`src/rtl/tit_pkg.sv`:
```
// Shared types and constants for the trickle interval timer.
package tit_pkg;

  localparam int IV_W     = 32;          // interval, fire time and elapsed width
  localparam int DIV_W    = IV_W + 1;    // span I - I/2 + 1, computed one bit wider than IV_W
  localparam int MAXS_W   = IV_W + 32;   // imin << doublings before saturation
  localparam int RND_W    = 16;
  localparam int IMIN_W   = 16;
  localparam int DBL_W    = 5;
  localparam int CNT_W    = 8;
  localparam int OUTIV_W  = 32;
  localparam int CFG_IDX_W = 2;
  localparam int CFG_DAT_W = 16;
  localparam int STEP_W   = $clog2(RND_W + 1);

  localparam logic [STEP_W-1:0] MOD_STEPS = STEP_W'(RND_W);
  localparam logic [CNT_W-1:0]  CNT_MAX   = {CNT_W{1'b1}};

  localparam logic [CFG_IDX_W-1:0] REG_IMIN      = 2'd0;
  localparam logic [CFG_IDX_W-1:0] REG_DOUBLINGS = 2'd1;
  localparam logic [CFG_IDX_W-1:0] REG_K         = 2'd2;

  localparam logic [IMIN_W-1:0] IMIN_RST = 16'd1000;
  localparam logic [DBL_W-1:0]  DBL_RST  = 5'd3;
  localparam logic [CNT_W-1:0]  K_RST    = 8'd10;

  typedef enum logic [2:0] {
    OP_TICK   = 3'd0,
    OP_START  = 3'd1,
    OP_STOP   = 3'd2,
    OP_HEARD  = 3'd3,
    OP_RESET  = 3'd4
  } op_t;

  typedef enum logic [1:0] {
    ST_IDLE,
    ST_EXEC,
    ST_MOD,
    ST_FINISH
  } state_t;

endpackage

```
`src/rtl/tit_mod_unit.sv`:
```
// Bit-serial remainder unit: random value modulo interval span.
module tit_mod_unit
  import tit_pkg::*;
(
  input  logic             clk,
  input  logic             rst,
  input  logic             start,
  input  logic [RND_W-1:0] dividend,
  input  logic [DIV_W-1:0] divisor,
  output logic             busy,
  output logic [RND_W-1:0] remainder
);

  logic [STEP_W-1:0] steps;
  logic [RND_W-1:0]  rem;
  logic [RND_W-1:0]  rem_next;
  logic [RND_W-1:0]  dvd;
  logic [DIV_W-1:0]  divisor_r;
  logic [RND_W:0]    trial;
  logic [DIV_W-1:0]  trial_ext;
  logic [DIV_W-1:0]  diff;

  // remainder stays below the divisor, so one subtract per step suffices
  always_comb begin
    trial     = {rem, dvd[RND_W-1]};
    trial_ext = DIV_W'(trial);
    diff      = trial_ext - divisor_r;
    if (trial_ext >= divisor_r) begin
      rem_next = diff[RND_W-1:0];
    end else begin
      rem_next = trial[RND_W-1:0];
    end
  end

  always_ff @(posedge clk) begin
    if (rst) begin
      steps <= '0;
    end else if (start) begin
      steps <= MOD_STEPS;
    end else if (steps != '0) begin
      steps <= steps - 1'b1;
    end
  end

  always_ff @(posedge clk) begin
    if (start) begin
      rem       <= '0;
      dvd       <= dividend;
      divisor_r <= divisor;
    end else if (steps != '0) begin
      rem <= rem_next;
      dvd <= {dvd[RND_W-2:0], 1'b0};
    end
  end

  assign busy      = (steps != '0);
  assign remainder = rem;

endmodule

```
`src/rtl/trickle_interval_timer_core.sv`:
```
// Trickle interval timer: sequencer, timer state and result register.
//
// Input channel (in_valid / in_stall) carries one operation per transfer:
// tick, start, stop, consistent heard or reset, plus a 16-bit random value.
// Every accepted item yields exactly one result on the output channel
// (out_valid / out_stall): transmit, interval_end, accepted, running and
// the current interval length.
// in_stall is high from acceptance until the result is loaded into the
// output register; one item is worked on at a time.
// An accepted item goes through EXEC and then FINISH, where the result is
// loaded; items that begin an interval (start, reset, interval expiry) also
// pass through MOD, which waits for the 16 one-bit steps of the remainder unit.
// A held result does not block the next transfer in; the sequencer waits
// only when a new result is ready and the previous one is still stalled.
// Reset (rst, synchronous) stops the timer, clears all timer state and restores
// imin 1000, doublings 3, k 10. The config port writes a register on any cycle
// with cfg_write high; imin and doublings apply at the next interval, k at once.
module trickle_interval_timer_core
  import tit_pkg::*;
(
  input  logic                 clk,
  input  logic                 rst,
  input  logic                 cfg_write,
  input  logic [CFG_IDX_W-1:0] cfg_index,
  input  logic [CFG_DAT_W-1:0] cfg_data,
  input  logic                 in_valid,
  output logic                 in_stall,
  input  logic [2:0]           operation,
  input  logic [RND_W-1:0]     random_value,
  output logic                 out_valid,
  input  logic                 out_stall,
  output logic                 transmit,
  output logic                 interval_end,
  output logic                 accepted,
  output logic                 running,
  output logic [OUTIV_W-1:0]   interval_now
);

  state_t state, state_next;

  logic [IMIN_W-1:0] imin;
  logic [DBL_W-1:0]  doublings;
  logic [CNT_W-1:0]  redundancy_k;

  logic              is_running;
  logic [IV_W-1:0]   interval_len;
  logic [IV_W-1:0]   fire_time;
  logic [IV_W-1:0]   elapsed_ticks;
  logic [CNT_W-1:0]  consistent_count;
  logic [IV_W-1:0]   half;

  op_t               op;
  logic [RND_W-1:0]  rnd;
  logic              tx_r, iend_r, acc_r;

  // exec controls
  logic              do_accept, do_tx, do_iend, do_begin, do_tick;
  logic              run_set, run_clr, cnt_inc;
  logic [IV_W-1:0]   new_len;
  logic              load_out;

  // arithmetic for the exec step
  logic [IV_W-1:0]   elapsed_inc;
  logic [IV_W-1:0]   target;
  logic [MAXS_W-1:0] max_wide;
  logic [IV_W-1:0]   max_len;
  logic [IV_W:0]     dbl_wide;
  logic [IV_W-1:0]   dbl_len;
  logic [IV_W-1:0]   grown_len;
  logic [IV_W-1:0]   imin_len;
  logic [DIV_W-1:0]  span;

  logic              mod_start;
  logic              mod_busy;
  logic [RND_W-1:0]  mod_rem;

  always_comb begin
    elapsed_inc = elapsed_ticks + 1'b1;
    target      = (fire_time == '0) ? IV_W'(1) : fire_time;
    max_wide    = MAXS_W'(imin) << doublings;
    max_len     = (max_wide[MAXS_W-1:IV_W] != '0) ? {IV_W{1'b1}} : max_wide[IV_W-1:0];
    dbl_wide    = {interval_len, 1'b0};
    dbl_len     = dbl_wide[IV_W] ? {IV_W{1'b1}} : dbl_wide[IV_W-1:0];
    grown_len   = (dbl_len > max_len) ? max_len : dbl_len;
    imin_len    = IV_W'(imin);
    span        = {1'b0, new_len} - {2'b0, new_len[IV_W-1:1]} + 1'b1;
  end

  // next state
  always_comb begin
    state_next = state;
    case (state)
      ST_IDLE:   if (in_valid) state_next = ST_EXEC;
      ST_EXEC:   state_next = do_begin ? ST_MOD : ST_FINISH;
      ST_MOD:    if (!mod_busy) state_next = ST_FINISH;
      ST_FINISH: if (load_out) state_next = ST_IDLE;
      default:   state_next = ST_IDLE;
    endcase
  end

  // sequencer outputs
  always_comb begin
    do_accept = 1'b0;
    do_tx     = 1'b0;
    do_iend   = 1'b0;
    do_begin  = 1'b0;
    do_tick   = 1'b0;
    run_set   = 1'b0;
    run_clr   = 1'b0;
    cnt_inc   = 1'b0;
    new_len   = imin_len;
    if (state == ST_EXEC) begin
      case (op)
        OP_TICK: begin
          if (is_running) begin
            do_accept = 1'b1;
            do_tick   = 1'b1;
            do_tx     = (elapsed_inc == target) && (consistent_count < redundancy_k);
            if (elapsed_inc >= interval_len) begin
              do_iend  = 1'b1;
              do_begin = 1'b1;
              new_len  = grown_len;
            end
          end
        end
        OP_START: begin
          do_accept = 1'b1;
          run_set   = 1'b1;
          do_begin  = 1'b1;
        end
        OP_STOP: begin
          if (is_running) begin
            do_accept = 1'b1;
            run_clr   = 1'b1;
          end
        end
        OP_HEARD: begin
          do_accept = 1'b1;
          cnt_inc   = 1'b1;
        end
        OP_RESET: begin
          if (is_running) begin
            do_accept = 1'b1;
            do_begin  = 1'b1;
          end
        end
        default: ;
      endcase
    end
  end

  assign mod_start = do_begin;
  assign load_out  = (state == ST_FINISH) && (!out_valid || !out_stall);
  assign in_stall  = (state != ST_IDLE);

  tit_mod_unit u_mod (
    .clk       (clk),
    .rst       (rst),
    .start     (mod_start),
    .dividend  (rnd),
    .divisor   (span),
    .busy      (mod_busy),
    .remainder (mod_rem)
  );

  always_ff @(posedge clk) begin
    if (rst) begin
      state        <= ST_IDLE;
      imin         <= IMIN_RST;
      doublings    <= DBL_RST;
      redundancy_k <= K_RST;
    end else begin
      state <= state_next;
      if (cfg_write) begin
        case (cfg_index)
          REG_IMIN:      imin         <= cfg_data[IMIN_W-1:0];
          REG_DOUBLINGS: doublings    <= cfg_data[DBL_W-1:0];
          REG_K:         redundancy_k <= cfg_data[CNT_W-1:0];
          default: ;
        endcase
      end
    end
  end

  // timer state
  always_ff @(posedge clk) begin
    if (rst) begin
      is_running       <= 1'b0;
      interval_len     <= '0;
      fire_time        <= '0;
      elapsed_ticks    <= '0;
      consistent_count <= '0;
    end else begin
      if (run_set) begin
        is_running <= 1'b1;
      end else if (run_clr) begin
        is_running <= 1'b0;
      end
      if (do_tick) begin
        elapsed_ticks <= elapsed_inc;
      end
      if (cnt_inc && consistent_count != CNT_MAX) begin
        consistent_count <= consistent_count + 1'b1;
      end
      if (do_begin) begin
        interval_len <= new_len;
      end
      // interval begins once the remainder is ready
      if (state == ST_MOD && !mod_busy) begin
        fire_time        <= half + IV_W'(mod_rem);
        elapsed_ticks    <= '0;
        consistent_count <= '0;
      end
    end
  end

  always_ff @(posedge clk) begin
    if (state == ST_IDLE && in_valid) begin
      op  <= op_t'(operation);
      rnd <= random_value;
    end
    if (state == ST_EXEC) begin
      tx_r   <= do_tx;
      iend_r <= do_iend;
      acc_r  <= do_accept;
      half   <= {1'b0, new_len[IV_W-1:1]};
    end
  end

  // result register
  always_ff @(posedge clk) begin
    if (rst) begin
      out_valid <= 1'b0;
    end else if (load_out) begin
      out_valid <= 1'b1;
    end else if (!out_stall) begin
      out_valid <= 1'b0;
    end
  end

  always_ff @(posedge clk) begin
    if (load_out) begin
      transmit     <= tx_r;
      interval_end <= iend_r;
      accepted     <= acc_r;
      running      <= is_running;
      interval_now <= OUTIV_W'(interval_len);
    end
  end

endmodule

```
`config.mk`:
```
export PLATFORM = sky130hd
export DESIGN_NAME = trickle_interval_timer_core
export DESIGN_NICKNAME = d
export VERILOG_FILES = /design/src/rtl/tit_pkg.sv /design/src/rtl/tit_mod_unit.sv /design/src/rtl/trickle_interval_timer_core.sv
export SDC_FILE = /design/constraint.sdc
export NUM_CORES = 1
export LEC_CHECK = 0
export BUFFER_PORTS_ARGS = -buffer_cell sky130_fd_sc_hd__buf_2
export CAP_MARGIN = 30
export CORE_MARGIN = 3
export CORE_UTILIZATION = 49
export DETAILED_ROUTE_END_ITERATION = 10
export PLACE_DENSITY = 0.67
export SYNTH_ARGS = -nofsm -noshare
export SYNTH_HDL_FRONTEND = slang
export SYNTH_HIERARCHICAL = 1
export SYNTH_SLANG_ARGS = --single-unit
```
`constraint.sdc`:
```
create_clock -name clk -period 8.9 [get_ports clk]
set_input_delay 0 -clock clk [delete_from_list [all_inputs] [get_ports clk]]
set_output_delay 0 -clock clk [all_outputs]
set_load 0.05 [all_outputs]
```
Word level (Yosys, flattened, before mapping):

Index checks and enable logic that the tools add are counted.

* register bits after elaboration: 296
* input bits: 42
* output and inout port bits: 38
* word-level logic and storage cells: 116

* add/subtract/negate cells: 7
* $lt $le $gt $ge: 4
* equality and inequality tests: 15
* shift-type cells: 1
* muxes and demuxes: 36
* reduce and logical (&&, ||, !) cells: 27

Operator list (count)
* $mux 32: 8
* $shl 16x5->64: 1
* $mux 16: 3
* $add 33x1->33 const B: 1
* $ge 17x33->1: 1
* $sub 32x31->33: 1
* $add 31x16->32: 1
* $add 32x1->32 const B: 1
* $eq 32x32->1: 1
* $ge 32x32->1: 1
* $gt 32x32->1: 1
* $logic_not 32->1: 1
* $reduce_bool 32->1: 1
* $mux 1: 17
* $sub 16x16->16: 1
* $mux 5: 2
* $add 8x1->8 const B: 1
* $lt 8x8->1: 1
* $ne 8x8->1 const B: 1
* $pmux 2 s4: 1
* $reduce_and 2->1: 4
* $eq 2x2->1 const B: 3
* $eq 3x2->1 const B: 2
* $mux 2: 3
* 18 further kinds: 32

Longest topological paths before layout:

Gate-level depths: netlist (run 1).

* depth in word-level cells: 11
* depth in mapped cells: 38
* gate-level depth less buffers: 32

Cells and area by module:

The synthesis (run 1) kept the hierarchy.

By module, submodules not included
* trickle_interval_timer_core: times used 1, cells an instance 1765, area each 15578.7 um^2
* tit_mod_unit: times used 1, cells an instance 312, area each 3578.4 um^2

Least setup slack after synthesis (run 1):

Ideal clock, no wire load.

* path kind: flip-flop to flip-flop
* from: register doublings[0]
* to: register u_mod.divisor_r[31] (data pin)
* arrival time: 7.054 ns
* data required time: 8.638 ns
* setup slack: 1.583 ns
* stages on the path, launching flop included: 35
* path buffers: 4
* period minus slack after synthesis: 7.317 ns
* cell sequence: dfxtp_1 buf_2 mux2_2 mux4_2 o21ai_0 and4b_4 nor2_1 clkbuf_1 buf_2 nor2_1 ha_1 nand4_1 nor2_1 nand3_1 or3_1 a2bb2oi_1 a21o_1 nand2_1 clkbuf_1 o221ai_1 a21boi_2 ha_1 inv_1 ha_1 fa_1 a21o_1 a21oi_1 nor2b_1 o21ai_0 o22ai_1 a211oi_1 o311ai_0 nor3_1 a21oi_1 xor2_1

* word-level cells in the longest chain between the ends: 11

Ends and longest elaborated chain
* start: declaration: RTL line trickle_interval_timer_core.sv:42 `logic [DBL_W-1:0] doublings;`
* start signal: assignment: RTL line trickle_interval_timer_core.sv:177 `REG_DOUBLINGS: doublings <= cfg_data[DBL_W-1:0];`
* $shl 16x5->64 (*): RTL line trickle_interval_timer_core.sv:80 `max_wide = MAXS_W'(imin) << doublings;`
* $reduce_bool 32->1: RTL line trickle_interval_timer_core.sv:81 `max_len = (max_wide[MAXS_W-1:IV_W] != '0) ? {IV_W{1'b1}} : max_wide[IV_W-1:0];`
* $mux 32 (*): RTL line trickle_interval_timer_core.sv:81
* $gt 32x32->1: RTL line trickle_interval_timer_core.sv:84 `grown_len = (dbl_len > max_len) ? max_len : dbl_len;`
* $mux 32 (*): RTL line trickle_interval_timer_core.sv:84
* $mux 32 (*): RTL line trickle_interval_timer_core.sv:119 `if (elapsed_inc >= interval_len) begin`
* $mux 32 (*): RTL line trickle_interval_timer_core.sv:115 `if (is_running) begin`
* $mux 32 (*): RTL line trickle_interval_timer_core.sv:113 `case (op)`
* $mux 32 (*): RTL line trickle_interval_timer_core.sv:112 `if (state == ST_EXEC) begin`
* $sub 32x31->33 (*): RTL line trickle_interval_timer_core.sv:86 `span = {1'b0, new_len} - {2'b0, new_len[IV_W-1:1]} + 1'b1;`
* $add 33x1->33 (*): RTL line trickle_interval_timer_core.sv:86
* named net span[31]: RTL line trickle_interval_timer_core.sv:71 `logic [DIV_W-1:0] span;`
* end signal: assignment: RTL line tit_mod_unit.sv:49 `divisor_r <= divisor;`
* end: declaration: RTL line tit_mod_unit.sv:18 `logic [DIV_W-1:0] divisor_r;`

The timed path passes the listed nets; every way through them passes the cells marked *.
A chain may end at the register's enable or synchronous reset.

Final worst setup path (run 1):

* from: register doublings[1]
* to: register u_mod.divisor_r[32] (data pin)

Same word-level chain as after synthesis.

==> run summary, run 1 <==
First-pass DRT Iterations - 5
Initial Utilization - 50.3%
Netlist cell types - 96
Final #Nets - 2,413
Critical R2R Capture - u_mod/divisor_r[32]
HP Start - cfg_write
# clock sinks - 296
Final WS setup - 0.539 ns
Leak - 8.98 nW
Power Density - 238 nW/um2
Cell Area, Synth - 19,200 um2
CP Class - reg2reg
Hold depth - 3
CTS H-Tree Depth - 2
Die Ht - 204 um
Die X - 204 um
Max Cap Violations - 0
Status - finished, final reports clean
Largest net degree at the start of global routing - 80
Core box area - 38,100 um2
Post-synth EDFFs - 138
Hold Path Class - in2reg
Share of cells above drive strength 1 - 12.6%
Net Sw Frac - 36.9%
Setup TNS - 0 ns
Critical Path RT - 9.18 ns
Register Area - 7310 um2
Final setup violation count - 0
Slowest cell on the critical path - mux2i_1
Finished Cell Area - 21,700 um2
FMAX - 120 MHz
VDD IR max - 0.134 mV
Most frequent CP cell - nor2_1
Flop pwr share - 37.3%
Pins over their slew limit - 0
Clock latency on the worst-skew pair - 0.56 ns
Multi-input logic area - 11,000 um2
Startpoint Class - flop
Antenna diodes - 0
Syn Area/Cell - 9.22 um2
Minimum clock period - 8.36 ns
Yosys warns - 6
Worst r2r path cells - 33
GP Congestion - 0.954
Final non-filler cell total - 2,729
CTS Root Cell - clkbuf_16
Internal reg-to-reg setup slack - 0.54 ns
Drt first-iter violations - 1,196
CTS clk-pin slew, worst paths - 0.06 ns
Flops & latches, synth - 296
Slew margin rel. - 33.4%
Antenna Nets Post-Route - 0
HPWL after DPL - 42,100 um
Vias per cell - 5.82
Rows - 71
Worst setup EP type - flop
CP max FO - 29
TritonCTS clock tree - yes
Switching power - 1.91 mW
Final hold violation count - 0
# placed instances - 2,611
Pre-CTS setup slack - 0.367 ns
RSZ-0062 raised after global routing - no
Sequential-to-total area share from yosys stat - 38.1%
Arrival time at the worst endpoint - 8.64 ns
WL per Instance - 20.2 um
Vias in the first global route - 15,300
P_int - 3.26 mW
Total wire length - 55,100 um
Global route overflow - 0
Final setup skew - 0.0195 ns
Async S/R FF share, synth - 0%
Power share of the clock group - 27.2%
Port-buffer cells - 79
Filler cell count in the final layout - 3,346
Worst Tran Pin Value - 0.994 ns
Initial antenna violation count - 1
Synthesized Nets - 2,297
Syn-to-layout area delta - 13.5%
CTS Buffer Depth - 3
Boundary Pins - 80
Full die area - 41,500 um2
Combinational group share of total power - 35.5%
Post-DP Area - 20,000 um2
Mapped Cells - 2,077
Peak per-stage delay on the critical path - 0.50 ns
Top FF cell, synth - dfxtp_1
Hold Path Sink - doublings[0]
All-layer global routing usage - 26.1%
Crit share post-route - 93.9%
Reg-to-Reg Start - doublings[1]
Routed vias - 15,900
Final Core Density - 57.0%
Num CTS Buffers - 35
First-pass GRT wire length - 85,100 um
DRC - 0
## state kept, by name (all words and copies together), names as in the netlist, 2 cells and up
| signal | flops |
|---|---|
| op | 3 |
| half | 31 |
| imin | 16 |
| rnd | 16 |
| interval_len | 32 |
| elapsed_ticks | 32 |
| fire_time | 32 |
| state | 2 |
| doublings | 5 |
| redundancy_k | 8 |
| u_mod/steps | 5 |
| u_mod/dvd | 16 |
| u_mod/divisor_r | 33 |
| u_mod/remainder | 16 |
| interval_now | 32 |
| consistent_count | 8 |
## power groups by stage
stage                     clock network [mW]  logic [mW]  registers [mW]
after detailed placement                   0        1.79            1.95
after floorplan                            0        1.35            1.91
after global placement                     0        1.76            1.95
after global routing                    1.48        2.05            1.95
final                                   1.40        1.84            1.93
after CTS                               1.43        1.82            1.92
## cell type report
| type | count | share of cell area (%) |
|---|---|---|
| repair buffers | 163 | 5.47 |
| inverters | 129 | 2.23 |
| well taps | 511 | 2.94 |
| clock inverters | 16 | 0.587 |
| multi-input cells | 1568 | 50.6 |
| clock buffers | 46 | 4.50 |
| flip-flops and latches | 296 | 33.6 |
## per-stage QoR
stage                     hold slack, ns  total power, mW
after floorplan                   0.0724             3.26
after global placement             0.179             3.70
after detailed placement           0.180             3.74
after CTS                         0.0379             5.17
after global routing              0.0989             5.47
final                             0.0547             5.16
## cell usage in the layout (no fill, tap or decap), drive strengths merged, types with 9 or more instances in the layout
| master | n |
|---|---|
| a2111oi | 9 |
| a211oi | 57 |
| a21boi | 20 |
| a21o | 37 |
| a21oi | 134 |
| and3 | 22 |
| buf | 109 |
| clkbuf | 46 |
| clkinv | 12 |
| dfxtp | 158 |
| dlygate4sd3 | 54 |
| edfxtp | 138 |
| ha | 175 |
| inv | 132 |
| mux2 | 24 |
| mux2i | 44 |
| nand2 | 220 |
| nand2b | 22 |
| nand3 | 39 |
| nand3b | 13 |
| nand4 | 31 |
| nor2 | 215 |
| nor2b | 12 |
| nor3 | 40 |
| nor4 | 20 |
| o21a | 25 |
| o21ai | 83 |
| o21bai | 9 |
| o221ai | 28 |
| o31ai | 9 |
| or3 | 19 |
| xnor2 | 86 |
| xor2 | 63 |
## cells by family (layout without fill, tap and decap cells)
logic type / Yosys count / after routing / share of synthesized area [%]
buf+inv: 213 / 354 / 4.64
xor+xnor: 149 / 149 / 6.81
simple gates: 691 / 691 / 16.9
mux: 69 / 69 / 3.89
fa+ha+maj: 178 / 178 / 11.7
compound gates: 481 / 481 / 17.9
flops: 296 / 296 / 38.1
## critical path, delay by kind of cell (launching register included)
| family | cells | cell delay, ns |
|---|---|---|
| flops | 1 | 0.46 |
| mux | 2 | 0.62 |
| compound gates | 12 | 3.03 |
| simple gates | 12 | 2.14 |
| buf+inv | 3 | 0.87 |
| xor+xnor | 1 | 0.09 |
| fa+ha+maj | 3 | 0.82 |
## how the worst max path moves through the flow
| stage | start | end | slack, ns | depth (start not counted) |
|---|---|---|---|---|
| 2_1_floorplan | doublings[0] | u_mod/divisor_r[31] | 1.58 | 34 |
| 3_3_place_gp | elapsed_ticks[0] | u_mod/divisor_r[31] | 0.07 | 30 |
| 3_5_place_dp | elapsed_ticks[0] | u_mod/divisor_r[31] | 0.37 | 30 |
| 4_1_cts | elapsed_ticks[0] | u_mod/divisor_r[31] | 0.27 | 30 |
| 5_1_grt | doublings[1] | u_mod/divisor_r[32] | 0.02 | 34 |
| 6_report | doublings[1] | u_mod/divisor_r[32] | 0.54 | 33 |
## metal layers
layer / part of all wire (%) / routed length (um) / global-route usage [%] / vias to the layer above
li1: - / - / - / 7736
met2: 46 / 25200 / 41.7 / 464
met3: 5.6 / 3080 / 3.67 / 94
met1: 45 / 25000 / 36.5 / 7596
met5: 0.024 / 13 / 0 / -
met4: 3.4 / 1860 / 9.24 / 2
## synthesized netlist by cell type (9+ instances only)
library cell	count	area, um2
inv_2	17	63.8
o221ai_2	10	150
nand2_1	220	826
a21oi_1	132	661
o221ai_1	18	158
buf_2	14	70.1
xnor2_1	86	753
mux2i_1	42	420
dfxtp_1	158	3160
a211oi_2	14	175
a21boi_2	13	146
inv_1	112	420
buf_6	9	101
nor3_1	37	185
nor4_1	20	125
nor2b_1	12	75.1
edfxtp_1	138	4140
nand3b_1	13	97.6
nand3_1	39	195
o31ai_1	9	67.6
nand2b_1	22	138
o21a_1	25	188
xor2_1	63	552
a21o_1	36	270
mux2_2	21	236
nand4_1	31	194
clkbuf_1	54	203
nor2_1	214	803
or3_1	19	119
ha_1	175	2190
a211oi_1	43	323
o21ai_0	74	370
and3_1	22	138
## repair_timing
action / CTS / global route
setup buffers: 0 / 1
hold endpoints to repair: 66 / 0
hold buffers: 54 / 0
endpoints found under the setup margin: 0 / 10
resized for setup: 0 / 7
(Power assumes the default switching activity.)
==> inputs of run 2 (changes only) <==
==> constraint.sdc (replaced) <==
create_clock -name clk -period 8.24 [get_ports clk]
set_input_delay 0 -clock clk [delete_from_list [all_inputs] [get_ports clk]]
set_output_delay 0 -clock clk [all_outputs]
set_load 0.05 [all_outputs]
==> run 2 against run 1 <==
Final cell count is 0.70% higher. Design area increased by 1.1%. Non-clock buffer count rose by 20. Total power grew 7.7%. Die area is the same. Critical endpoint is now u_mod/divisor_r[31]. Largest cell class unchanged.
==> run summary, run 2 (synthesis results as in run 1) <==
Peak per-stage delay on the critical path - 0.42 ns
Hold Path Sink - imin[8]
Worst Tran Pin Value - 1.00 ns
Syn-to-layout area delta - 14.7%
HPWL after DPL - 42,700 um
WL per Instance - 20.3 um
Share of cells above drive strength 1 - 13.5%
Max Cap Violations - 0
Largest Register - u_mod/divisor_r
CP Class - reg2reg
Full die area - 41,500 um2
Vias per cell - 5.80
Startpoint Class - flop
Die X - 204 um
FMAX - 129 MHz
Final non-filler cell total - 2,748
Largest delay share family, worst path - compound AO/OA/AOI/OAI gates
# clock sinks - 296
Most frequent CP cell - a21o_1
Worst r2r path cells - 35
Hold Path Class - in2reg
Initial antenna violation count - 2
Port-buffer cells - 79
Rows - 71
Leak - 9.14 nW
Die Ht - 204 um
Global route overflow - 0
CTS clk-pin slew, worst paths - 0.06 ns
Max reg flops - 33
Pins over their slew limit - 0
Slowest cell on the critical path - fa_1
Initial Utilization - 50.3%
Reg-to-Reg Start - doublings[1]
Worst setup EP type - flop
Num CTS Buffers - 34
Routed vias - 16,000
Commonest non-fill, non-tap cell in the layout - nand2_1
Drt first-iter violations - 1,276
Critical Path RT - 8.52 ns
CP max FO - 27
Status - finished, final reports clean
Boundary Pins - 80
Antenna Nets Post-Route - 0
P_int - 3.51 mW
Antenna diodes - 0
CTS Buffer Depth - 3
Final Core Density - 57.7%
CTS Root Cell - clkbuf_16
Power share of the clock group - 26.4%
Critical R2R Capture - u_mod/divisor_r[31]
VDD IR max - 0.154 mV
TritonCTS clock tree - yes
Tot Pwr - 5.56 mW
RSZ-0062 raised after global routing - yes
Final setup violation count - 0
Final hold violation count - 0
Vias in the first global route - 15,300
DRC - 0
Clock latency on the worst-skew pair - 0.54 ns
Flop pwr share - 37.3%
Final #Nets - 2,432
Net Sw Frac - 36.9%
Combinational group share of total power - 36.3%
Power Density - 253 nW/um2
Minimum clock period - 7.75 ns
Largest net degree at the start of global routing - 76
Arrival time at the worst endpoint - 8.03 ns
Bufs and invs on worst path - 4
First-pass DRT Iterations - 5
Slew margin rel. - 32.7%
GP Congestion - 0.933
# placed instances - 2,629
Hold depth - 4
Switching power - 2.06 mW
First-pass GRT wire length - 86,300 um
Core box area - 38,100 um2
Crit share post-route - 94.1%
All-layer global routing usage - 26.4%
Commonest non-fill, non-tap cells in the layout - 219 x nand2_1, 213 x nor2_1, 174 x ha_1, 158 x dfxtp_1, 138 x edfxtp_1
Final setup skew - 0.0237 ns
Filler cell count in the final layout - 3,314
Total wire length - 55,700 um
HP Start - cfg_index[1]
CTS H-Tree Depth - 2
Internal reg-to-reg setup slack - 0.49 ns
## run 2: tightest hold or removal path, stage by stage
cell and delay (ns):
buf_2 0.11, or3b_2 0.33, nand2_1 0.09, nand3b_1 0.08
## run 2: layer usage
metal	share of wire (%)	vias to the layer above	track usage (%)
met3	5.3	105	3.85
met5	0	-	0
met2	45	443	41.9
met4	3.0	0	8.36
li1	-	7762	-
met1	47	7641	37.3
## run 2: timing repair
item | CTS | global route
hold endpoints to repair | 57 | 0
hold buffers | 56 | 0
resized for setup | 2 | 29
setup endpoints to repair | 2 | 14
buffers inserted | 0 | 1
## run 2: power groups by stage
stage | Sequential, mW | Clock [mW] | Combinational, mW
floorplan | 2.06 | 0 | 1.45
global placement | 2.09 | 0 | 1.92
detailed placement | 2.10 | 0 | 1.95
CTS | 2.07 | 1.50 | 1.99
global route | 2.10 | 1.55 | 2.25
finish | 2.07 | 1.47 | 2.02
## run 2: worst max-delay path by stage
stage,from,end,slack (ns),depth (start not counted)
5_1_grt,doublings[1],u_mod/divisor_r[31],-0.02,35
3_5_place_dp,elapsed_ticks[0],u_mod/divisor_r[32],0.09,29
2_1_floorplan,doublings[0],u_mod/divisor_r[31],0.92,34
6_report,doublings[1],u_mod/divisor_r[31],0.49,35
3_3_place_gp,elapsed_ticks[0],u_mod/divisor_r[32],0.11,29
4_1_cts,doublings[1],u_mod/divisor_r[32],0.07,33
## run 2: layout make-up
type	instances	area, um2	area share, %
Clock buffer	44	920	4.18
Clock inverter	17	139	0.632
Inverter	129	485	2.21
Multi-Input combinational cell	1568	11100	50.7
Sequential cell	296	7310	33.2
Tap cell	511	639	2.91
Timing Repair Buffer	183	1350	6.14
## run 2: stage by stage
stage | TNS (ns) | area, um2 | setup slack, ns | hold WS [ns]
3_3_place_gp | 0 | 20200 | 0.112 | 0.179
3_5_place_dp | 0 | 20200 | 0.0919 | 0.178
2_1_floorplan | 0 | 19200 | 0.923 | 0.0724
6_report | 0 | 22000 | 0.489 | 0.127
4_1_cts | 0 | 21800 | 0.0706 | 0.0920
5_1_grt | -0.0404 | 22000 | -0.0250 | 0.133
